--- src/hdl/mfdfs_ram.sv ---
// Generic single-write, single-read RAM with registered read data.
// No dependencies.
`timescale 1ns / 1ps
module mfdfs_ram #(
  parameter int WIDTH = 8,
  parameter int DEPTH = 16,
  localparam int AW = (DEPTH > 1) ? $clog2(DEPTH) : 1
) (
  input  logic             clk,
  input  logic             we,
  input  logic [AW-1:0]    waddr,
  input  logic [WIDTH-1:0] wdata,
  input  logic [AW-1:0]    raddr,
  output logic [WIDTH-1:0] rdata
);
  logic [WIDTH-1:0] mem [DEPTH];

  // write port and registered read port
  always_ff @(posedge clk) begin
    if (we) begin
      mem[waddr] <= wdata;
    end
    rdata <= mem[raddr];
  end
endmodule
--- config.mk ---
export PLATFORM = sky130hd
export DESIGN_NAME = mfdfs_ram
export DESIGN_NICKNAME = d
export VERILOG_FILES = /design/src/hdl/mfdfs_ram.sv
export SDC_FILE = /design/constraint.sdc
export NUM_CORES = 1
export LEC_CHECK = 0
export BUFFER_PORTS_ARGS = -buffer_cell sky130_fd_sc_hd__buf_2
export CORE_AREA = 2 2 110 112
export DETAILED_ROUTE_END_ITERATION = 10
export DIE_AREA = 0 0 112 114
export GPL_TIMING_DRIVEN = 0
export MAX_ROUTING_LAYER = met4
export PLACE_DENSITY = 0.72
export SYNTH_ARGS = -nofsm -noshare
export SYNTH_HDL_FRONTEND = slang
export SYNTH_SLANG_ARGS = --single-unit
--- constraint.sdc ---
create_clock -name clk -period 1.8 [get_ports clk]
set_input_delay 0 -clock clk [delete_from_list [all_inputs] [get_ports clk]]
set_output_delay 0 -clock clk [all_outputs]
set_load 0.1 [all_outputs]
## Yosys cells after proc, flatten, opt, wreduce, memory -nomap -nowiden

Memory sizes are Yosys's and may differ from the RTL's. A register that Yosys moved wholly into a read port is not among the register bits.
Cells that the tools add are included.

- Shift operators: 0
- Eq/ne operators: 0
- Bitwise operators: 0
- Add/sub/neg operators: 0
- $lt $le $gt $ge: 0
- Reduce and logical (&&, ||, !) cells: 0
- Muxes and demuxes: 2
- Multipliers: 0
- Div/mod/pow operators: 0

Operator list:

| kind | count |
|---|---|
| 1-bit 2-to-1 mux | 2 |

- Register bits: 0
- Bits of input ports: 18
- Output and inout port bits: 8
- Bits in read-only memories: 0
- Bits in latches: 0
- Memories kept: 1
- Memory bits (writable): 128

Memories:

| name | words | width | rd ports | clocked after Yosys merged registers in | write ports | RTL line | text |
|---|---|---|---|---|---|---|---|
| mem | 16 | 8 | 1 | 1 | 1 | 16 | `logic [WIDTH-1:0] mem [DEPTH];` |

## Longest topological paths before layout

- Word-level depth: 2
- Mapped depth: 5

## Worst setup path after synthesis

No wires, ideal clock.

- Kind: input -> register
- Start point: input port waddr[2]
- End point: memory mem[0][0], enable pin
- Arrival: 1.110 ns
- Buffers on the path: 0
- Data required time: 1.417 ns
- Cell stages on the path: 2
- Path slack: 0.307 ns
- Setup time: 0.383 ns
- Path through: or3b_2 > nor3_1

RTL lines:

| element | RTL line | text |
|---|---|---|
| start, declared | 11 | `input logic [AW-1:0] waddr,` |
| end, declared | 16 |  |

No word-level cell before the write port.

## Final worst setup path

- Start point: input port waddr[2]
- End point: memory mem[0][4], enable pin

No word-level cell before the write port.

==> qor.txt <==
====================================================================================================
Aggregate routed wire length                                                                 9.65 mm
Wire length of the first global-routing pass                                                 14.7 mm
Maximum fanout count along the critical path                                                       8
Vias in the first global route                                                                 2,479
M2 GR Usage                                                                                    0.256
Most utilized layer in the global route result                                                  met2
Max Transition Viols Final                                                                         0
Max Freq                                                                                     619 MHz
RePlAce Congestion                                                                             0.728
# Max-Cap Violations                                                                               0
FILL cells                                                                                       920
Antenna violations before repair                                                                   0
CTS H-tree lvls                                                                                    4
Post-synth net total                                                                             247
Post-CTS setup buffers                                                                             0
Port Buffer Count                                                                                 24
DRT Pass-1 Iters                                                                                   4
Area Overhead vs Synth                                                                         18.9%
Synth Register Bits                                                                              136
Clock-pin slew reported for the worst setup and hold paths after clock tree synthesis        0.06 ns
Static leakage                                                                            0.00206 uW
Area of the placeable core                                                               0.0117 mm^2
Setup clock skew after layout                                                              0.0117 ns
Cell count after synthesis                                                                       229
Number of sinks handled by clock tree synthesis                                                  136
Total negative slack                                                                            0 ns
Synth warnings                                                                                     0
Required time worst endpoint                                                                 1.81 ns
Sequential share of power                                                                      0.466
Antenna Nets Post-Route                                                                            0
Average routed wire per standard cell                                                        22.1 um
Internal power of the cells                                                                  6080 uW
Global router's overall resource usage                                                         0.170
Met3 track demand over resource                                                               0.0462
Total congestion overflow after global routing                                                     0
Number of buffers inserted during clock tree synthesis                                            17
Combinational share of power                                                                   0.065
Met1 demand-to-capacity share in global routing                                                0.226
Status                                                                                  complete, no violations
Worst supply voltage drop on vdd                                                              730 uV
Detail Placement HPWL                                                                        6.00 mm
Fraction of final layout cells sized beyond drive strength 1                                   0.279
Number of nets in the layout                                                                     295
Areal power density over the cells                                                      1250 mW/mm^2
Endpoints failing setup                                                                            0
Net switching share of the total power                                                         0.205
Post-detailed-route DRC marker count                                                               0
Class of the most critical setup path                                                   primary input to flip-flop
Relative slew slack                                                                            0.129
Number of hold violations in the final report                                                      0
Net switching power                                                                          1560 uW
Vias per std cell                                                                               5.52
Slew at the pin closest to its max-slew limit                                                1.30 ns
CTS Root Cell                                                                              clkbuf_16
TritonCTS clock tree                                                                             yes
Antenna diodes                                                                                     0
Number of vias after detailed routing                                                          2,412
Insertion delay to the later sink of the worst-skew pair                                     0.40 ns
Die boundary width                                                                            112 um
Hold Slack                                                                                 0.0147 ns
Crit end category                                                                          flip-flop
Clock power frac                                                                               0.469
Netlist cell types                                                                                19
Full die area                                                                            0.0128 mm^2
Tightest Hold Check Type                                                                primary input to flip-flop
Syn_area_per_cell                                                                          22.5 um^2
Post-synthesis instance area                                                            0.00515 mm^2
Worst path arrival time                                                                      1.62 ns
Setup repair after global routing missed its margin                                               no
DIE HEIGHT                                                                                    114 um
Top Ports                                                                                         26
Crit start category                                                                     primary input
Sequential share of the synthesized area                                                       0.778
Core Rows                                                                                         40
Initial standard-cell utilization of the core                                                  0.440
Setup slack of the worst register-to-register path                                           0.41 ns
Total placed instance area                                                              0.00545 mm^2
Detailed Route Iter0 Violations                                                                  235
Max clock buf depth                                                                                2
Pin count of the biggest net entering global routing                                              17
Shortest clock period the worst path allows after layout                                     1.61 ns
Post-route clock period utilization                                                            0.897
Final Instance Area                                                                     0.00612 mm^2
====================================================================================================
## layer usage
metal	wire, um	vias to the layer above
met3	634	6
met5	0	-
li1	-	1071
met1	4190	1251
met4	61	0
met2	4760	84
## power by group through the flow
| stage | Combinational [uW] | Clock, uW | Sequential, uW |
|---|---|---|---|
| floorplan | 180 | 0 | 3780 |
| global placement | 477 | 0 | 3620 |
| detailed placement | 488 | 0 | 3620 |
| CTS | 498 | 3640 | 3560 |
| global route | 522 | 3780 | 3560 |
| finish | 494 | 3590 | 3560 |
## per-stage QoR
stage	instances	worst slack [ns]	total power (uW)	utilization
after global placement	400	-0.190	4100	0.465
after floorplan	229	0.307	3960	-
after global routing	437	0.135	7860	0.522
final	437	0.185	7640	0.522
after CTS	437	0.206	7690	0.522
after detailed placement	400	-0.215	4110	0.465
## placed cells by master, fill, tap and decap left out
cell,synthesis,layout
edfxtp_1,128,128
buf_2,3,27
mux4_2,18,18
clkbuf_16,0,17
a22oi_1,16,16
mux4_1,14,14
nor2_1,13,13
nand2_1,9,9
dfxtp_1,8,8
dlygate4sd3_1,0,5
nor3_1,4,4
clkinv_2,0,4
bufinv_16,0,4
clkbuf_1,0,4
buf_6,3,3
clkdlybuf4s25_2,3,3
nand3b_1,2,2
nand2b_1,2,2
clkbuf_8,0,2
nor2b_1,1,1
buf_4,1,1
and2_1,1,1
and2b_1,1,1
nand3_1,1,1
or3b_2,1,1
clkinv_4,0,1
## synth_stat cells, drive strengths merged
master | n | area [um^2]
nor3 | 4 | 20.0
clkdlybuf4s25 | 3 | 30.0
nand3 | 1 | 5.00
mux4 | 32 | 773
nand3b | 2 | 15.0
and2 | 1 | 6.26
and2b | 1 | 7.51
buf | 7 | 56.3
nand2b | 2 | 12.5
dfxtp | 8 | 160
nor2 | 13 | 48.8
nor2b | 1 | 6.26
or3b | 1 | 8.76
nand2 | 9 | 33.8
a22oi | 16 | 120
edfxtp | 128 | 3840
## registers in the layout, summed over array words and instances, names as in the netlist
name	cells
mem	128
rdata	8
## final timing paths
kind,startpoint,to,cells after the start
setup / recovery,waddr[2],mem[0][4],3
hold / removal,wdata[3],mem[12][3],1
setup reg to reg,mem[4][7],rdata[7],3
hold reg to reg,mem[11][2],rdata[2],3
## worst max-delay path, cell delays in order
cell,delay [ns]
buf_2,0.11
or3b_2,0.54
nor3_1,0.97
## layout make-up
type | count | area (um^2) | share of cell area
Timing Repair Buffer | 29 | 170 | 0.0278
Clock inverter | 9 | 149 | 0.0243
Tap cell | 147 | 184 | 0.0301
Multi-Input combinational cell | 83 | 1060 | 0.173
Clock buffer | 23 | 468 | 0.0765
Buffer | 10 | 86.3 | 0.0141
Sequential cell | 136 | 4000 | 0.654
## timing repair
action	in CTS	in global routing
gates resized for setup	0	0
hold buffers	5	0
hold endpoints to repair	61	0
## kinds of logic after synthesis
| group | Yosys count | synth area share |
|---|---|---|
| buffers and inverters | 10 | 0.0168 |
| DFF | 136 | 0.778 |
| and+or+nand+nor | 35 | 0.0318 |
| AOI/OAI and AO/OA | 16 | 0.0233 |
| muxes | 32 | 0.150 |
(Power assumes the default switching activity.)
